### src/sv/kss_pkg.sv
// kss_pkg: shared types, widths and helpers for the sliding kurtosis/skewness core
// no dependencies; imported by the interfaces and every module of the block
package kss_pkg;

   // sample and window geometry
   localparam int SAMPLE_BITS = 24;
   localparam int WINDOW_MAX  = 256;
   localparam int PTR_W       = 8;
   localparam int LEN_W       = 9;
   localparam int LEN_MIN     = 2;
   localparam int LEN_RESET   = 64;

   typedef logic signed [SAMPLE_BITS-1:0] sample_type;
   typedef logic [LEN_W-1:0]              len_type;
   typedef logic [PTR_W-1:0]              ptr_type;
   typedef logic signed [31:0]            q16_type;

   // one queued sample with everything the back end needs
   typedef struct packed {
      sample_type sample;
      len_type    n;
      ptr_type    wp;
      logic       valid;
   } job_type;

   // queue status seen by both ends
   typedef struct packed {
      logic full;
      logic empty;
   } qstat_type;

   // clamp the programmed window length to the supported range
   function automatic len_type eff_len(input len_type raw);
      len_type l;
      l = raw;
      if (raw < LEN_W'(LEN_MIN)) begin
         l = LEN_W'(LEN_MIN);
      end
      if (raw > LEN_W'(WINDOW_MAX)) begin
         l = LEN_W'(WINDOW_MAX);
      end
      return l;
   endfunction

endpackage

### src/sv/kss_intf.sv
// kss_intf: valid/ready channel interfaces for sample requests and results
// depends on kss_pkg for the payload types
interface kss_req_if;
   import kss_pkg::*;
   logic       valid;
   logic       ready;
   sample_type sample;
   modport source (output valid, output sample, input ready);
   modport sink   (input valid, input sample, output ready);
endinterface


### src/sv/kss_front.sv
// kss_front: takes sample transfers, holds the window length register, tags each job
// depends on kss_pkg and kss_req_if
module kss_front (
   input  logic               clock,
   input  logic               reset,
   kss_req_if.sink            req_bus,
   input  logic               csr_wr_en,
   input  kss_pkg::len_type   csr_wr_data,
   input  kss_pkg::qstat_type qstat,
   output logic               push,
   output kss_pkg::job_type   push_job
);
   import kss_pkg::*;

   len_type len_ff, len_in;
   ptr_type wp_ff, wp_in;
   len_type fill_ff, fill_in;
   len_type n_eff;

   assign n_eff         = eff_len(len_ff);
   assign req_bus.ready = !qstat.full;
   assign push          = req_bus.valid && req_bus.ready;

   // job tag: window length, store slot and whether a full window precedes it
   assign push_job.sample = req_bus.sample;
   assign push_job.n      = n_eff;
   assign push_job.wp     = wp_ff;
   assign push_job.valid  = (fill_ff >= n_eff);

   // pointer advances on every accepted transfer; fill count too, until it reaches WINDOW_MAX
   always_comb begin
      len_in  = csr_wr_en ? csr_wr_data : len_ff;
      wp_in   = wp_ff;
      fill_in = fill_ff;
      if (push) begin
         wp_in = wp_ff + PTR_W'(1);
         if (fill_ff != LEN_W'(WINDOW_MAX)) begin
            fill_in = fill_ff + LEN_W'(1);
         end
      end
   end

   always_ff @(posedge clock) begin
      if (reset) begin
         len_ff  <= LEN_W'(LEN_RESET);
         wp_ff   <= '0;
         fill_ff <= '0;
      end else begin
         len_ff  <= len_in;
         wp_ff   <= wp_in;
         fill_ff <= fill_in;
      end
   end

endmodule

### src/flat_wrapper.sv
// flat-port wrapper written by rule: the top's interface ports become plain ports
module kss_front_flat import kss_pkg::*;
  (clock, reset, csr_wr_en, csr_wr_data, qstat, push, push_job, req_bus_valid, req_bus_sample, req_bus_ready);
  kss_req_if req_bus_i ();
  input  logic clock;
  input  logic reset;
  input  logic csr_wr_en;
  input  kss_pkg::len_type csr_wr_data;
  input  kss_pkg::qstat_type qstat;
  output logic push;
  output kss_pkg::job_type push_job;
  input wire logic [$bits(req_bus_i.valid)-1:0] req_bus_valid;
  input wire logic [$bits(req_bus_i.sample)-1:0] req_bus_sample;
  output wire logic [$bits(req_bus_i.ready)-1:0] req_bus_ready;
  assign req_bus_i.valid = req_bus_valid;
  assign req_bus_i.sample = req_bus_sample;
  assign req_bus_ready = req_bus_i.ready;
  kss_front u_core (.clock(clock), .reset(reset), .req_bus(req_bus_i), .csr_wr_en(csr_wr_en), .csr_wr_data(csr_wr_data), .qstat(qstat), .push(push), .push_job(push_job));
endmodule
### config.mk
export PLATFORM = sky130hd
export DESIGN_NAME = kss_front_flat
export DESIGN_NICKNAME = d
export VERILOG_FILES = /design/src/sv/kss_pkg.sv /design/src/sv/kss_intf.sv /design/src/sv/kss_front.sv /design/src/flat_wrapper.sv
export SDC_FILE = /design/constraint.sdc
export NUM_CORES = 1
export LEC_CHECK = 0
export BUFFER_PORTS_ARGS = -buffer_cell sky130_fd_sc_hd__buf_2
export CAP_MARGIN = 20
export CORE_UTILIZATION = 48
export DETAILED_ROUTE_END_ITERATION = 12
export PLACE_DENSITY = 0.85
export SLEW_MARGIN = 20
export SYNTH_ARGS = -nofsm -noshare
export SYNTH_HDL_FRONTEND = slang
export SYNTH_SLANG_ARGS = --single-unit
### constraint.sdc
create_clock -name clock -period 3.6 [get_ports clock]
set_input_delay 0.18 -clock clock [delete_from_list [all_inputs] [get_ports clock]]
set_output_delay 0.18 -clock clock [all_outputs]
set_load 0.01 [all_outputs]
Yosys cells after proc, flatten, opt, wreduce, memory -nomap -nowiden
Index checks and enable logic that the tools add are counted.
Storage, ports and cells
  latch bits: 0
  logic and storage cells: 14
  input bits: 39
  flip-flop bits (word level): 26
  memory bits (read-only): 0
  output and inout port bits: 44
  memories: 0
  RAM bits: 0
Cells by class
  shift operators: 0
  add/subtract/negate cells: 2
  $mul: 0
  mux-type cells: 2
  equality and inequality tests: 1
  bitwise logic cells: 0
  order comparisons: 3
  div/mod/pow operators: 0
  reductions and logical operators: 3
Operator list (count)
  two-way mux 9 bit: 2
  adder 9 x 1 -> 9 bit (second input constant): 1
  greater-or-equal comparator 9 bit: 1
  greater-than comparator 9 bit (second input constant): 1
  < comparator 9 x 2 -> 1 bit (second input constant): 1
  != test 9 bit (second input constant): 1
  adder 8 x 1 -> 8 bit (second input constant): 1
  AND reduction 2 bit: 1
  logical AND 1 bit: 1
  logical NOT 1 bit: 1

Longest topological paths before layout
  word-level depth: 4
  depth in mapped cells: 8
  gate-level depth less buffers: 8

Least setup slack after synthesis
OpenSTA, ideal clock, no wires.
  path kind: flip-flop to output port
  start: register u_core.len_ff[4]
  end: output port push_job[0] (netlist name)
  stages on the path, launching flop included: 9
  slack: 1731 ps
  arrival time: 1689 ps
  buffers on the path: 0
  data required time: 3420 ps
  cell sequence: dfxtp_1 > nor4_1 > nand2_1 > o211a_1 > ha_1 > nor2b_1 > o21ai_0 > a21oi_1 > o21ai_0
RTL lines
  from (decl): RTL line kss_front.sv:15  | len_type len_ff, len_in;
  from (signal assigned): RTL line kss_front.sv:45  | len_ff <= LEN_W'(LEN_RESET);
  from (signal assigned): RTL line kss_front.sv:49  | len_ff <= len_in;
  to (decl): RTL line flat_wrapper.sv:11  | output kss_pkg::job_type push_job;

==> flow_summary.toml <==
[outcome]
status = "finished, final reports clean"

[sta]
fin_crit_sh = 0.692
hold_viol = 0
setup_viol = 0
slew_violations = 0
fin_skew_ns = 0.00857
rsz0062_at_grt = "false"
max_freq_mhz = 402
whs_ns = 0.0666
fin_crit_ns = 2.49
worst_slew_pin_slew_ns = 0.478
maxSlewHeadroom = 0.681
fin_tns_setup_ns = 0

[logic_synthesis]
syn-cell-area_mm2 = 0.00156
ys_ff_latch = 26
syn_inst = 181
yosysSeqAreaShare = 0.333
synthFlopType = "dfxtp_1"
synth_nets = 232
synth_largest_area_cell = "dfxtp_1"
ys_warn_count = 0
avgSynthCellArea_um2 = 8.63
synth_edf_count = 0
ys_async_sr_fraction = 0
synth_top_area_share = 0.333
synthTopCellsByCount = "dfxtp_1 (26), nor2_1 (25), buf_4 (24)"
ys_types = 34
synth_most_common_cell = "dfxtp_1"
yosys-top-cells-area = "dfxtp_1 (33%), buf_4 (12%), ha_1 (9.6%)"

[power]
cellPowerDensity_mw_per_mm2 = 358
p_sw_frac = 0.235
combinationalPowerShare = 0.131
p_switching_uw = 137
ir_drop_uv = 161
intPower_uw = 444
leakagePower_uw = 0.000802
seqPwrFrac = 0.524
total_power_uw = 581
p_clk_frac = 0.345

[routing]
drc = 0
drt-initial-drc-count = 36
antenna_left = 0
firstDrtPassIters = 4
routed_via_density = 5.16
wl_per_cell_um = 11.5
dr_total_vias = 1198
wirelength_mm = 2.67

[setup_path]
reg2reg_depth = 6
critPathLaunchType = "flip-flop"
reg2reg_slack_ns = 2.19
path_depth = 9
r2r-end = "u_core.fill_ff[1]"
critPathMaxFanout = 3
path_delay_family = "compound AO/OA/AOI/OAI gates"
crit_type = "reg -> out"
r2r-start = "u_core.fill_ff[0]"
cp_cell_sequence = "nor4_1, nand2_1, o211a_1, ha_1, nor2b_1, o21ai_0, a21oi_1, o21ai_0, buf_2"
worst_path_max_delay_cell = "dfxtp_1"
cp.arrival_ns = 2.31
path_common_cell = "o21ai_0"
critPathMaxStageDelay_ns = 0.35
cp-end-kind = "output pin"
worstPathRequired_ns = 3.42
cp_num_buf_inv = 1

[grt]
groute.usage.overall = 0.174
grt_overflow_total = 0
grt_first_pass_wirelength_mm = 4.72
antenna_found_initial = 0
grt_start_max_net_pins = 27
grt_pass1_vias = 1100

[clock_network]
clock_path_buffers = 2
path_clk_slew_ns = 0.15
clkLatencyLatePin_ns = 0.32
ctsHoldBuffers = 0
cts-root-buf = "clkbuf_4"
clock-sinks = 26
htreeDepth = 1
cts_tree = "done"
cts_setup_buffers = 0
numCtsBuffers = 3
cts-resized-gates = 0

[floorplan]
fp.coreArea_mm2 = 0.00308
dieArea_mm2 = 0.00349
io_pins = 83
std_cell_rows = 20
start_util = 0.507
die_h_um = 59.0
die_x_um = 59.0

[placed_design]
gp_congestion = 0.745
dp.cells = 228
io_buffers = 33
hpwlAfterDp_mm = 2.01

[min_path]
min_from = "csr_wr_data[6]"
hold_path_class = "in -> reg"
min_path_cells = 2
min_to = "u_core.len_ff[6]"

[run]
cap_violations = 0

[finish]
drive_gt1_frac = 0.223
final_cells = 232
layout.nets = 240
diodes = 0
syn2layout_area_growth_pct = 3.93
==> kinds of logic after synthesis <==
kind of cell	Yosys count	share of synthesized area
flip-flops	26	0.333
XOR/XNOR	13	0.0729
AND/OR/NAND/NOR	63	0.205
multiplexers	10	0.0641
AO/OA/AOI/OAI	15	0.0641
buffers and inverters	42	0.164
adder cells (fa/ha/maj)	12	0.0962
==> worst max-delay path by stage <==
stage,slack [ns],end,from
floorplan,1.73,push_job[0],u_core.len_ff[4]
global placement,1.56,push_job[0],u_core.len_ff[4]
detailed placement,1.51,push_job[0],u_core.len_ff[4]
CTS,1.11,push_job[0],u_core.len_ff[4]
global route,0.87,push_job[0],u_core.len_ff[4]
finish,1.11,push_job[0],u_core.len_ff[4]
==> per-stage QoR <==
| stage | area, µm² | setup WS, ns | utilization |
|---|---|---|---|
| 5_1_grt | 1620 | 0.873 | 0.527 |
| 3_5_place_dp | 1570 | 1.51 | 0.510 |
| 2_1_floorplan | 1560 | 1.73 | - |
| 3_3_place_gp | 1570 | 1.56 | 0.510 |
| 4_1_cts | 1620 | 1.11 | 0.527 |
| 6_report | 1620 | 1.11 | 0.527 |
==> power groups by stage <==
stage,clock network [µW],registers (µW),logic [µW]
floorplan,0,310,80.0
global placement,0,311,74.4
detailed placement,0,311,76.3
CTS,205,305,77.1
global route,215,307,87.1
finish,200,305,76.3
==> area by class of cell <==
class                           instances  area, µm²
Tap cell                               44       55.1
Timing Repair Buffer                   33        165
Clock inverter                          1       30.0
Fill cell                             303       1460
Inverter                               12       45.0
Multi-Input combinational cell        113        785
Sequential cell                        26        520
Clock buffer                            3       22.5
==> per-layer routing <==
metal / track usage / up-vias / wire length [µm]
met5: 0 / - / 0
met4: 0.0748 / 0 / 27
met1: 0.220 / 552 / 1210
met3: 0.0262 / 6 / 168
li1: - / 593 / -
met2: 0.295 / 47 / 1260
==> layout by cell type, fill, tap and decap left out, types with 2 or more instances in the layout <==
cell / instances
nor3_1: 2
a21oi_1: 5
nor4b_2: 2
nand2_1: 12
clkbuf_4: 3
nand3_1: 2
nand4_1: 8
a211oi_1: 2
dfxtp_1: 26
ha_1: 12
xnor2_1: 4
buf_2: 33
nor2b_1: 2
inv_1: 11
and3_1: 2
nor2_1: 25
mux2i_1: 10
o21ai_0: 3
and2_1: 2
xor2_1: 9
==> flip-flops by register name, indices dropped and copies added (netlist names) <==
| name | cells |
|---|---|
| u_core.wp_ff | 8 |
| u_core.fill_ff | 9 |
| u_core.len_ff | 9 |
==> worst register-to-register path, stage by stage (launching register included) <==
cell and delay [ns]:
dfxtp_1 0.40, inv_1 0.08, ha_1 0.20, nor4b_2 0.17, a21boi_2 0.20, mux2i_1 0.21, nor2_1 0.05
Power figures use the tool's default switching activity.
