`src/sv/kss_pkg.sv`:
```
// kss_pkg: shared types, widths and helpers for the sliding kurtosis/skewness core
// no dependencies; imported by the interfaces and every module of the block
package kss_pkg;

   // sample and window geometry
   localparam int SAMPLE_BITS = 24;
   localparam int WINDOW_MAX  = 256;
   localparam int PTR_W       = 8;
   localparam int LEN_W       = 9;
   localparam int LEN_MIN     = 2;
   localparam int LEN_RESET   = 64;

   typedef logic signed [SAMPLE_BITS-1:0] sample_type;
   typedef logic [LEN_W-1:0]              len_type;
   typedef logic [PTR_W-1:0]              ptr_type;
   typedef logic signed [31:0]            q16_type;

   // one queued sample with everything the back end needs
   typedef struct packed {
      sample_type sample;
      len_type    n;
      ptr_type    wp;
      logic       valid;
   } job_type;

   // queue status seen by both ends
   typedef struct packed {
      logic full;
      logic empty;
   } qstat_type;

   // clamp the programmed window length to the supported range
   function automatic len_type eff_len(input len_type raw);
      len_type l;
      l = raw;
      if (raw < LEN_W'(LEN_MIN)) begin
         l = LEN_W'(LEN_MIN);
      end
      if (raw > LEN_W'(WINDOW_MAX)) begin
         l = LEN_W'(WINDOW_MAX);
      end
      return l;
   endfunction

endpackage

```
`src/sv/kss_queue.sv`:
```
// kss_queue: two-entry job queue between the front end and the back end
// depends on kss_pkg
module kss_queue (
   input  logic               clock,
   input  logic               reset,
   input  logic               push,
   input  kss_pkg::job_type   push_job,
   input  logic               pop,
   output kss_pkg::job_type   pop_job,
   output kss_pkg::qstat_type qstat
);
   import kss_pkg::*;

   localparam int DEPTH = 2;

   job_type    slot_ff [DEPTH];
   logic       wr_ptr_ff, wr_ptr_in;
   logic       rd_ptr_ff, rd_ptr_in;
   logic [1:0] cnt_ff, cnt_in;

   assign qstat.full  = (cnt_ff == 2'(DEPTH));
   assign qstat.empty = (cnt_ff == 2'd0);
   assign pop_job     = slot_ff[rd_ptr_ff];

   // pointer and count update
   always_comb begin
      wr_ptr_in = push ? !wr_ptr_ff : wr_ptr_ff;
      rd_ptr_in = pop ? !rd_ptr_ff : rd_ptr_ff;
      cnt_in    = cnt_ff;
      if (push && !pop) begin
         cnt_in = cnt_ff + 2'd1;
      end else if (pop && !push) begin
         cnt_in = cnt_ff - 2'd1;
      end
   end

   always_ff @(posedge clock) begin
      if (reset) begin
         wr_ptr_ff <= 1'b0;
         rd_ptr_ff <= 1'b0;
         cnt_ff    <= '0;
      end else begin
         wr_ptr_ff <= wr_ptr_in;
         rd_ptr_ff <= rd_ptr_in;
         cnt_ff    <= cnt_in;
      end
   end

   // entry storage
   always_ff @(posedge clock) begin
      if (push) begin
         slot_ff[wr_ptr_ff] <= push_job;
      end
   end

endmodule

```
`config.mk`:
```
export PLATFORM = sky130hd
export DESIGN_NAME = kss_queue
export DESIGN_NICKNAME = d
export VERILOG_FILES = /design/src/sv/kss_pkg.sv /design/src/sv/kss_queue.sv
export SDC_FILE = /design/constraint.sdc
export NUM_CORES = 1
export LEC_CHECK = 0
export BUFFER_PORTS_ARGS = -buffer_cell sky130_fd_sc_hd__buf_2
export CORE_ASPECT_RATIO = 2
export CORE_UTILIZATION = 41
export CTS_CLUSTER_DIAMETER = 100
export DETAILED_ROUTE_END_ITERATION = 16
export GPL_ROUTABILITY_DRIVEN = 0
export MAX_ROUTING_LAYER = met4
export PLACE_DENSITY = 0.8
export SYNTH_ARGS = -nofsm -noshare
export SYNTH_HDL_FRONTEND = slang
export SYNTH_SLANG_ARGS = --single-unit
```
`constraint.sdc`:
```
create_clock -name clock -period 2.4 [get_ports clock]
set_input_delay 0 -clock clock [delete_from_list [all_inputs] [get_ports clock]]
set_output_delay 0 -clock clock [all_outputs]
set_load 0.01 [all_outputs]
```
Word-level counts from Yosys, hierarchy flattened:

Memories as Yosys holds them, arrays and structs flattened. A register that Yosys moved wholly into a read port is not among the register bits.
Index checks and enable logic that the tools add are counted.

* flip-flop bits (word level): 4
* latch bits: 0
* memory bits (writable): 84
* bits in read-only memories: 0
* input port bits: 46
* output and inout bits: 44
* logic and storage cells: 21
* memories kept: 1

Memories
* slot_ff: words 2, bits a word 42, read ports 1, clocked after memory_dff 1, write ports 1, RTL line kss_queue.sv:16 `job_type slot_ff [DEPTH];`

* add/sub/neg operators: 2
* multiply operators: 0
* divide/modulo/power cells: 0
* magnitude comparators: 0
* eq/ne operators: 1
* shifts and indexed selects: 0
* muxes and demuxes: 6
* bitwise gates (word level): 0
* reductions and logical operators: 8

Operators with widths (count)
* logical NOT 1 bit: 4
* 2-to-1 mux 1 bit: 4
* 2-to-1 mux 2 bit: 2
* adder 2 x 1 -> 2 bit, second input constant: 1
* equality test 2 bit, second input constant: 1
* logical AND 1 bit: 2
* logical NOT 2 bit: 1
* nonzero test 2 bit: 1
* subtractor 2 x 1 -> 2 bit, second input constant: 1

Longest topological paths before layout:

Gate-level depths: netlist of run 1.

* depth after elaboration: 4
* mapped depth: 5
* depth with buffers taken out: 5

Worst setup path after synthesis of run 1:

Ideal clock, no wire load.

* path kind: register to register
* start point: register wr_ptr_ff
* end point: memory slot_ff[0][0] in the netlist's numbering, enable pin
* setup time: 0.446 ns
* arrival time: 2.207 ns
* required time: 1.954 ns
* path slack: -0.253 ns
* cell stages (with the launch flop): 2
* buffers on the path: 0
* clock period less this slack: 2.653 ns
* cells stage by stage: dfxtp_1 -> nor2b_1

RTL lines
* start, declared: RTL line kss_queue.sv:17 `logic wr_ptr_ff, wr_ptr_in;`
* start signal, assigned: RTL line kss_queue.sv:43 `wr_ptr_ff <= wr_ptr_in;`
* end, declared: RTL line kss_queue.sv:16

No word-level cell before the write port.

==> flow_metrics.env, run 1 <==
export IMPL_outcome="complete, no violations"
export IMPL_required_ps=2400
export IMPL_grt_pass1_vias=1905
export IMPL_reg2reg_to="slot_ff[1][23]$_DFFE_PP_"
export IMPL_crit_path_top_delay_cell="dfxtp_2"
export IMPL_htree_levels=3
export IMPL_antenna_left=0
export IMPL_die_area_mm2=0.00828
export IMPL_ff2ff_path_depth=2
export IMPL_synth_cell_type_count=16
export IMPL_ys_warn_count=0
export IMPL_clk_pin_slew_ps=60
export IMPL_vias_per_cell=4.67
export IMPL_nNetsFinal=345
export IMPL_cts_buffers=9
export IMPL_worstSetupPathDepth=3
export IMPL_grt_usage_pct=15.8
export IMPL_antenna_found_initial=0
export IMPL_cts_sinks=89
export IMPL_grt_ovfl_total=0
export IMPL_final_cell_area_mm2=0.00455
export IMPL_synth_cells=153
export IMPL_worstMarginPinSlew_ps=558
export IMPL_path_cells="buf_4, mux2_2, buf_2"
export IMPL_skew_ps=1.98
export IMPL_crit_buf_inv=2
export IMPL_final_fill_count=579
export IMPL_end_kind="primary output"
export IMPL_dp_cells=335
export IMPL_dr_total_vias=1853
export IMPL_worstPathArrival_ps=1730
export IMPL_synth_seq_area_share_pct=81.0
export IMPL_critPathCapture="pop_job[37]"
export IMPL_die_x_um=64.8
export IMPL_slew_headroom_pct=62.8
export IMPL_area_delta_synth_final_pct=40.4
export IMPL_crit_type="flop to primary output"
export IMPL_maxCapViolCount=0
export IMPL_drc_errors=0
export IMPL_initial_core_util_pct=42.6
export IMPL_period_share_pct=71.9
export IMPL_worstReg2RegStart="wr_ptr_ff$_SDFFE_PP0P_"
export IMPL_layoutNonFillerInstCount=397
export IMPL_synth_seq_cells=89
export IMPL_ir_drop_v=0.000570
export IMPL_drive_gt1_share_pct=49.8
export IMPL_syn_num_nets=200
export IMPL_first_pass_iters=4
export IMPL_synthesis_area_mm2=0.00324
export IMPL_power_density_mw_per_mm2=789
export IMPL_synth_top_family_by_area="multiplexers"
export IMPL_wirelength_um=5970
export IMPL_grt_pass1_wl_um=9070
export IMPL_reg2reg_slack_ps=900
export IMPL_slowest_delay_ps=560
export IMPL_start_kind="flop"
export IMPL_worst_hold_slack_ps=391
export IMPL_hpwl_um=3650
export IMPL_clockBufferDepth=2
export IMPL_slew_violations=0
export IMPL_hold_path_class="input pin to flop"
export IMPL_fmax_mhz=579
export IMPL_synth_mux_area_share_pct=14.6
export IMPL_regArea_mm2=0.00262
export IMPL_synth_xor_area_share_pct=1.08
export IMPL_setup_viol=0
export IMPL_path_delay_family="flip-flops"
export IMPL_ios=90
export IMPL_numPortBuffers=89
export IMPL_synth_compound_area_share_pct=0.309
export IMPL_drt_iter0_drc=70
export IMPL_cts_setup_buffers=0
export IMPL_cp_max_fo=15
export IMPL_std_cell_rows=45
export IMPL_place_area_mm2=0.00381
export IMPL_grt_max_degree=43
export IMPL_setup_tns_ps=0
export IMPL_final_common_cell="buf_2"
export IMPL_clock_latency_ps=330
export IMPL_yosys_area_share_adder_pct=0.386
export IMPL_core_area_mm2=0.00760
export IMPL_cellLeakagePower_nw=1.75
export IMPL_multi_input_area_um2=586
export IMPL_die_h_um=128
export IMPL_rsz0062_at_grt="false"
export IMPL_antennaDiodeCount=0
export IMPL_final_cell_mix="89 x buf_2, 84 x edfxtp_1, 46 x dlygate4sd3_1, 42 x mux2_2, 9 x clkbuf_16"
export IMPL_cts_resized_gates=0
export IMPL_cts_tree="done"
export IMPL_fin_crit_ps=1730
export IMPL_cts_root_buf="clkbuf_16"
export IMPL_synthSimpleGateAreaFrac_pct=1.43
export IMPL_synth_avg_cell_area_um2=21.2
export IMPL_avgRoutedWirePerCell_um=15.0
export IMPL_final_hold_violation_count=0
==> metrics by stage <==
stage	total power [mW]	utilization, %	worst slack [ps]
after global placement	2.23	50.1	903
after global routing	3.73	59.8	589
final	3.59	59.8	674
after floorplan	2.09	-	550
after detailed placement	2.25	50.1	865
after CTS	3.62	59.8	625
==> cell usage after synthesis <==
library cell / count / area [µm²]
nor2_1: 5 / 18.8
dfxtp_1: 5 / 100
edfxtp_1: 84 / 2520
inv_1: 1 / 3.75
xor2_1: 2 / 17.5
ha_1: 1 / 12.5
mux2_2: 42 / 473
o21ai_0: 1 / 5.00
a21oi_1: 1 / 5.00
or3_1: 1 / 6.26
xnor2_1: 2 / 17.5
and2_1: 1 / 6.26
nor2b_1: 1 / 6.26
buf_2: 1 / 5.00
and2b_2: 1 / 8.76
buf_4: 4 / 30.0
==> metal layers <==
| layer | wire length [µm] | up-vias | track usage, % |
|---|---|---|---|
| met4 | 174 | 0 | 8.63 |
| li1 | - | 883 | - |
| met2 | 3300 | 58 | 26.3 |
| met1 | 2290 | 898 | 16.6 |
| met5 | 0 | - | - |
| met3 | 212 | 14 | 4.18 |
==> cell families after synthesis <==
kind of cell | after synthesis
adder cells (fa/ha/maj) | 1
multiplexers | 42
buffers and inverters | 6
AND/OR/NAND/NOR | 9
flip-flops | 89
XOR/XNOR | 4
AO/OA/AOI/OAI | 2
==> final cells by class <==
| cell class | count | area share (%) |
|---|---|---|
| inverters | 1 | 0.0826 |
| repair buffers | 139 | 20.6 |
| flip-flops and latches | 89 | 57.7 |
| clock inverters | 4 | 0.963 |
| well taps | 94 | 2.59 |
| multi-input cells | 58 | 12.9 |
| clock buffers | 12 | 5.20 |
==> repair_timing <==
action / in CTS / in global routing
hold endpoints to repair: 89 / 0
hold buffers: 46 / 0
setup endpoints to repair: 0 / 0
==> worst min path at each step <==
| stage | from | endpoint | slack (ps) | cells after the start |
|---|---|---|---|---|
| 6_report | push_job[30] | slot_ff[1][30]$_DFFE_PP_ | 390 | 2 |
| 5_1_grt | push_job[32] | slot_ff[1][32]$_DFFE_PP_ | 380 | 2 |
| 4_1_cts | push_job[8] | slot_ff[1][8]$_DFFE_PP_ | 380 | 2 |
| 3_5_place_dp | push_job[8] | slot_ff[0][8]$_DFFE_PP_ | 190 | 1 |
| 3_3_place_gp | push_job[26] | slot_ff[0][26]$_DFFE_PP_ | 190 | 1 |
| 2_1_floorplan | reset | cnt_ff[1]$_SDFFE_PP0P_ | 70 | 1 |
==> state kept, by name, indices dropped and copies added (netlist names), named ones only <==
name,cells
rd_ptr_ff,1
cnt_ff,2
slot_ff,84
wr_ptr_ff,1
==> power breakdown <==
group	switching [mW]	leakage, nW	internal [mW]	total (mW)
clock	0.513	0.138	0.800	1.31
combinational	0.201	0.780	0.230	0.431
sequential	0.0369	0.830	1.81	1.85
Power figures use the tool's default switching activity.
==> inputs of run 2 (changes only) <==
Settings changed: ABC_AREA from default to 1, PLACE_DENSITY 0.8 to 0.76.
Clock period 2.4 ns to 1.6 ns, I/O delays scaled along.
==> run 2 against run 1 <==
Combinational power rose by 68%. Synthesized cell count rose by 7.2%. Sequential cell count did not move. Register-to-register slack got worse by 550 ps. Critical path depth did not move. Worst setup slack got worse by 500 ps. Die area rose by 6.8%. Clock skew rose by 1.8 ps. Sequential share of layout area fell by 3.0 points. Wire length rose by 3.5%. Final cell count rose by 4.3%. Largest power group unchanged.
==> flow_metrics.env, run 2 <==
export IMPL_outcome="complete, no violations"
export IMPL_synthesis_area_mm2=0.00346
export IMPL_nNetsFinal=358
export IMPL_first_pass_iters=4
export IMPL_end_kind="primary output"
export IMPL_drive_gt1_share_pct=49.1
export IMPL_hpwl_um=4120
export IMPL_slew_headroom_pct=76.0
export IMPL_cp_max_fo=12
export IMPL_maxCapViolCount=0
export IMPL_final_cell_area_mm2=0.00479
export IMPL_clock_latency_ps=330
export IMPL_cts_buffers=9
export IMPL_final_hold_violation_count=0
export IMPL_htree_levels=3
export IMPL_clk_pin_slew_ps=60
export IMPL_synth_most_common_cell="edfxtp_1"
export IMPL_period_share_pct=88.9
export IMPL_numPortBuffers=89
export IMPL_final_fill_count=636
export IMPL_slew_violations=0
export IMPL_reg_largest_list="slot_ff (84), cnt_ff (2)"
export IMPL_worstMarginPinSlew_ps=361
export IMPL_required_ps=1600
export IMPL_grt_ovfl_total=0
export IMPL_dp_cells=352
export IMPL_area_delta_synth_final_pct=38.4
export IMPL_skew_ps=3.80
export IMPL_setup_viol=0
export IMPL_wirelength_um=6180
export IMPL_synth_cells=164
export IMPL_syn_num_nets=211
export IMPL_std_cell_rows=47
export IMPL_synth_seq_cells=89
export IMPL_die_h_um=132
export IMPL_antenna_found_initial=0
export IMPL_setup_tns_ps=0
export IMPL_start_kind="flop"
export IMPL_cts_root_buf="clkbuf_16"
export IMPL_ys_warn_count=0
export IMPL_fin_crit_ps=1420
export IMPL_path_cells="buf_4, mux2_2, buf_2"
export IMPL_die_area_mm2=0.00884
export IMPL_worstPathArrival_ps=1420
export IMPL_cellLeakagePower_nw=1.95
export IMPL_vias_per_cell=4.62
export IMPL_crit_type="flop to primary output"
export IMPL_synth_edf_count=84
export IMPL_initial_core_util_pct=42.1
export IMPL_synth_avg_cell_area_um2=21.1
export IMPL_cts_tree="done"
export IMPL_slowest_delay_ps=360
export IMPL_dr_total_vias=1914
export IMPL_antennaDiodeCount=0
export IMPL_synth_cell_type_count=16
export IMPL_grt_pass1_vias=1905
export IMPL_fmax_mhz=703
export IMPL_drt_iter0_drc=86
export IMPL_ys_async_sr_fraction_pct=0
export IMPL_ios=90
export IMPL_place_area_mm2=0.00402
export IMPL_hold_path_class="input pin to flop"
export IMPL_crit_buf_inv=2
export IMPL_layoutNonFillerInstCount=414
export IMPL_final_common_cell="buf_2"
export IMPL_top_register="slot_ff"
export IMPL_synth_top_area_cell="edfxtp_1"
export IMPL_die_x_um=67.0
export IMPL_grt_pass1_wl_um=9210
export IMPL_ys_flop_type="edfxtp_1"
export IMPL_drc_errors=0
export IMPL_rsz0062_at_grt="false"
export IMPL_synthTopCellsByCount="84 x edfxtp_1, 40 x mux2_4, 9 x inv_1, 7 x nor2_1"
export IMPL_synth_top_area_share_pct=72.8
export IMPL_grt_max_degree=31
export IMPL_cts_sinks=89
export IMPL_core_area_mm2=0.00823
export IMPL_antenna_left=0
export IMPL_final_cell_mix="89 x buf_2, 84 x edfxtp_1, 46 x dlygate4sd3_1, 40 x mux2_4, 9 x clkbuf_16"
export IMPL_synth_seq_area_share_pct=75.7
export IMPL_worst_hold_slack_ps=392
export IMPL_ir_drop_v=0.000672
export IMPL_avgRoutedWirePerCell_um=14.9
export IMPL_crit_path_top_delay_cell="dfxtp_2"
export IMPL_largest_reg_flops=84
export IMPL_synth_area_leaders="edfxtp_1 73%, mux2_4 17%, dfxtp_1 2.9%"
export IMPL_grt_usage_pct=15.1
export IMPL_clockBufferDepth=2
export IMPL_power_density_mw_per_mm2=1170
export IMPL_dp_slack_ps=352
export IMPL_timing_final_ws_setup_ps=178
export IMPL_path_delay_family="buffers and inverters"
[run 2: metrics by stage]
| step | total power, mW | util, % |
|---|---|---|
| floorplan | 3.20 | - |
| CTS | 5.67 | 58.2 |
| detailed placement | 3.42 | 48.9 |
| finish | 5.61 | 58.2 |
| global route | 5.80 | 58.2 |
| global placement | 3.40 | 48.9 |
[run 2: where the power goes]
part / total [mW] / switching, mW / internal (mW) / leakage, nW
Clock: 2.15 / 0.794 / 1.36 / 0.152
Sequential: 2.73 / 0.0399 / 2.69 / 0.830
Combinational: 0.723 / 0.318 / 0.404 / 0.970
[run 2: kinds of logic (layout without fill, tap and decap cells)]
logic type / after synthesis / count (layout) / synth area share, %
compound gates: 2 / 2 / 0.289
xor+xnor: 1 / 1 / 0.253
flops: 89 / 89 / 75.7
fa+ha+maj: 1 / 1 / 0.361
buf+inv: 14 / 166 / 3.61
mux: 42 / 42 / 18.0
simple gates: 15 / 15 / 1.77
[run 2: layout make-up]
class / instances / area, µm² / area share (%)
Multi-Input combinational cell: 61 / 723 / 15.1
Sequential cell: 89 / 2620 / 54.7
Inverter: 9 / 37.5 / 0.783
Timing Repair Buffer: 141 / 976 / 20.4
Clock buffer: 10 / 229 / 4.78
Tap cell: 98 / 123 / 2.56
Clock inverter: 6 / 82.6 / 1.72
[run 2: what timing repair did]
item                                    in CTS  in global routing
endpoints found under the setup margin       0                  0
hold buffers                                46                  0
resized for setup                            0                  0
hold endpoints to repair                    88                  0
buffers inserted                             0                  0
[run 2: path summary, 6_finish.rpt]
check	slack, ps	cells past startpoint	startpoint	endpoint
setup / recovery	180	3	flop	pop_job[33]
hold / removal	390	2	push_job[15]	slot_ff[0][15]$_DFFE_PP_
setup reg to reg	350	3	wr_ptr_ff$_SDFFE_PP0P_	slot_ff[1][18]$_DFFE_PP_
hold reg to reg	550	2	cnt_ff[0]$_SDFFE_PP0P_	cnt_ff[0]$_SDFFE_PP0P_
[run 2: layer usage]
| metal | wire length (µm) | GRT usage [%] | vias up |
|---|---|---|---|
| li1 | - | - | 916 |
| met1 | 2260 | 14.6 | 932 |
| met2 | 3520 | 26.3 | 53 |
| met3 | 208 | 3.20 | 13 |
| met4 | 189 | 8.75 | 0 |
| met5 | 0 | - | - |
[run 2: worst register-to-register path, delay by kind of cell (launching register included)]
family | cells | cell delay, ps
buffers and inverters | 2 | 410
flip-flops | 1 | 390
AND/OR/NAND/NOR | 1 | 110
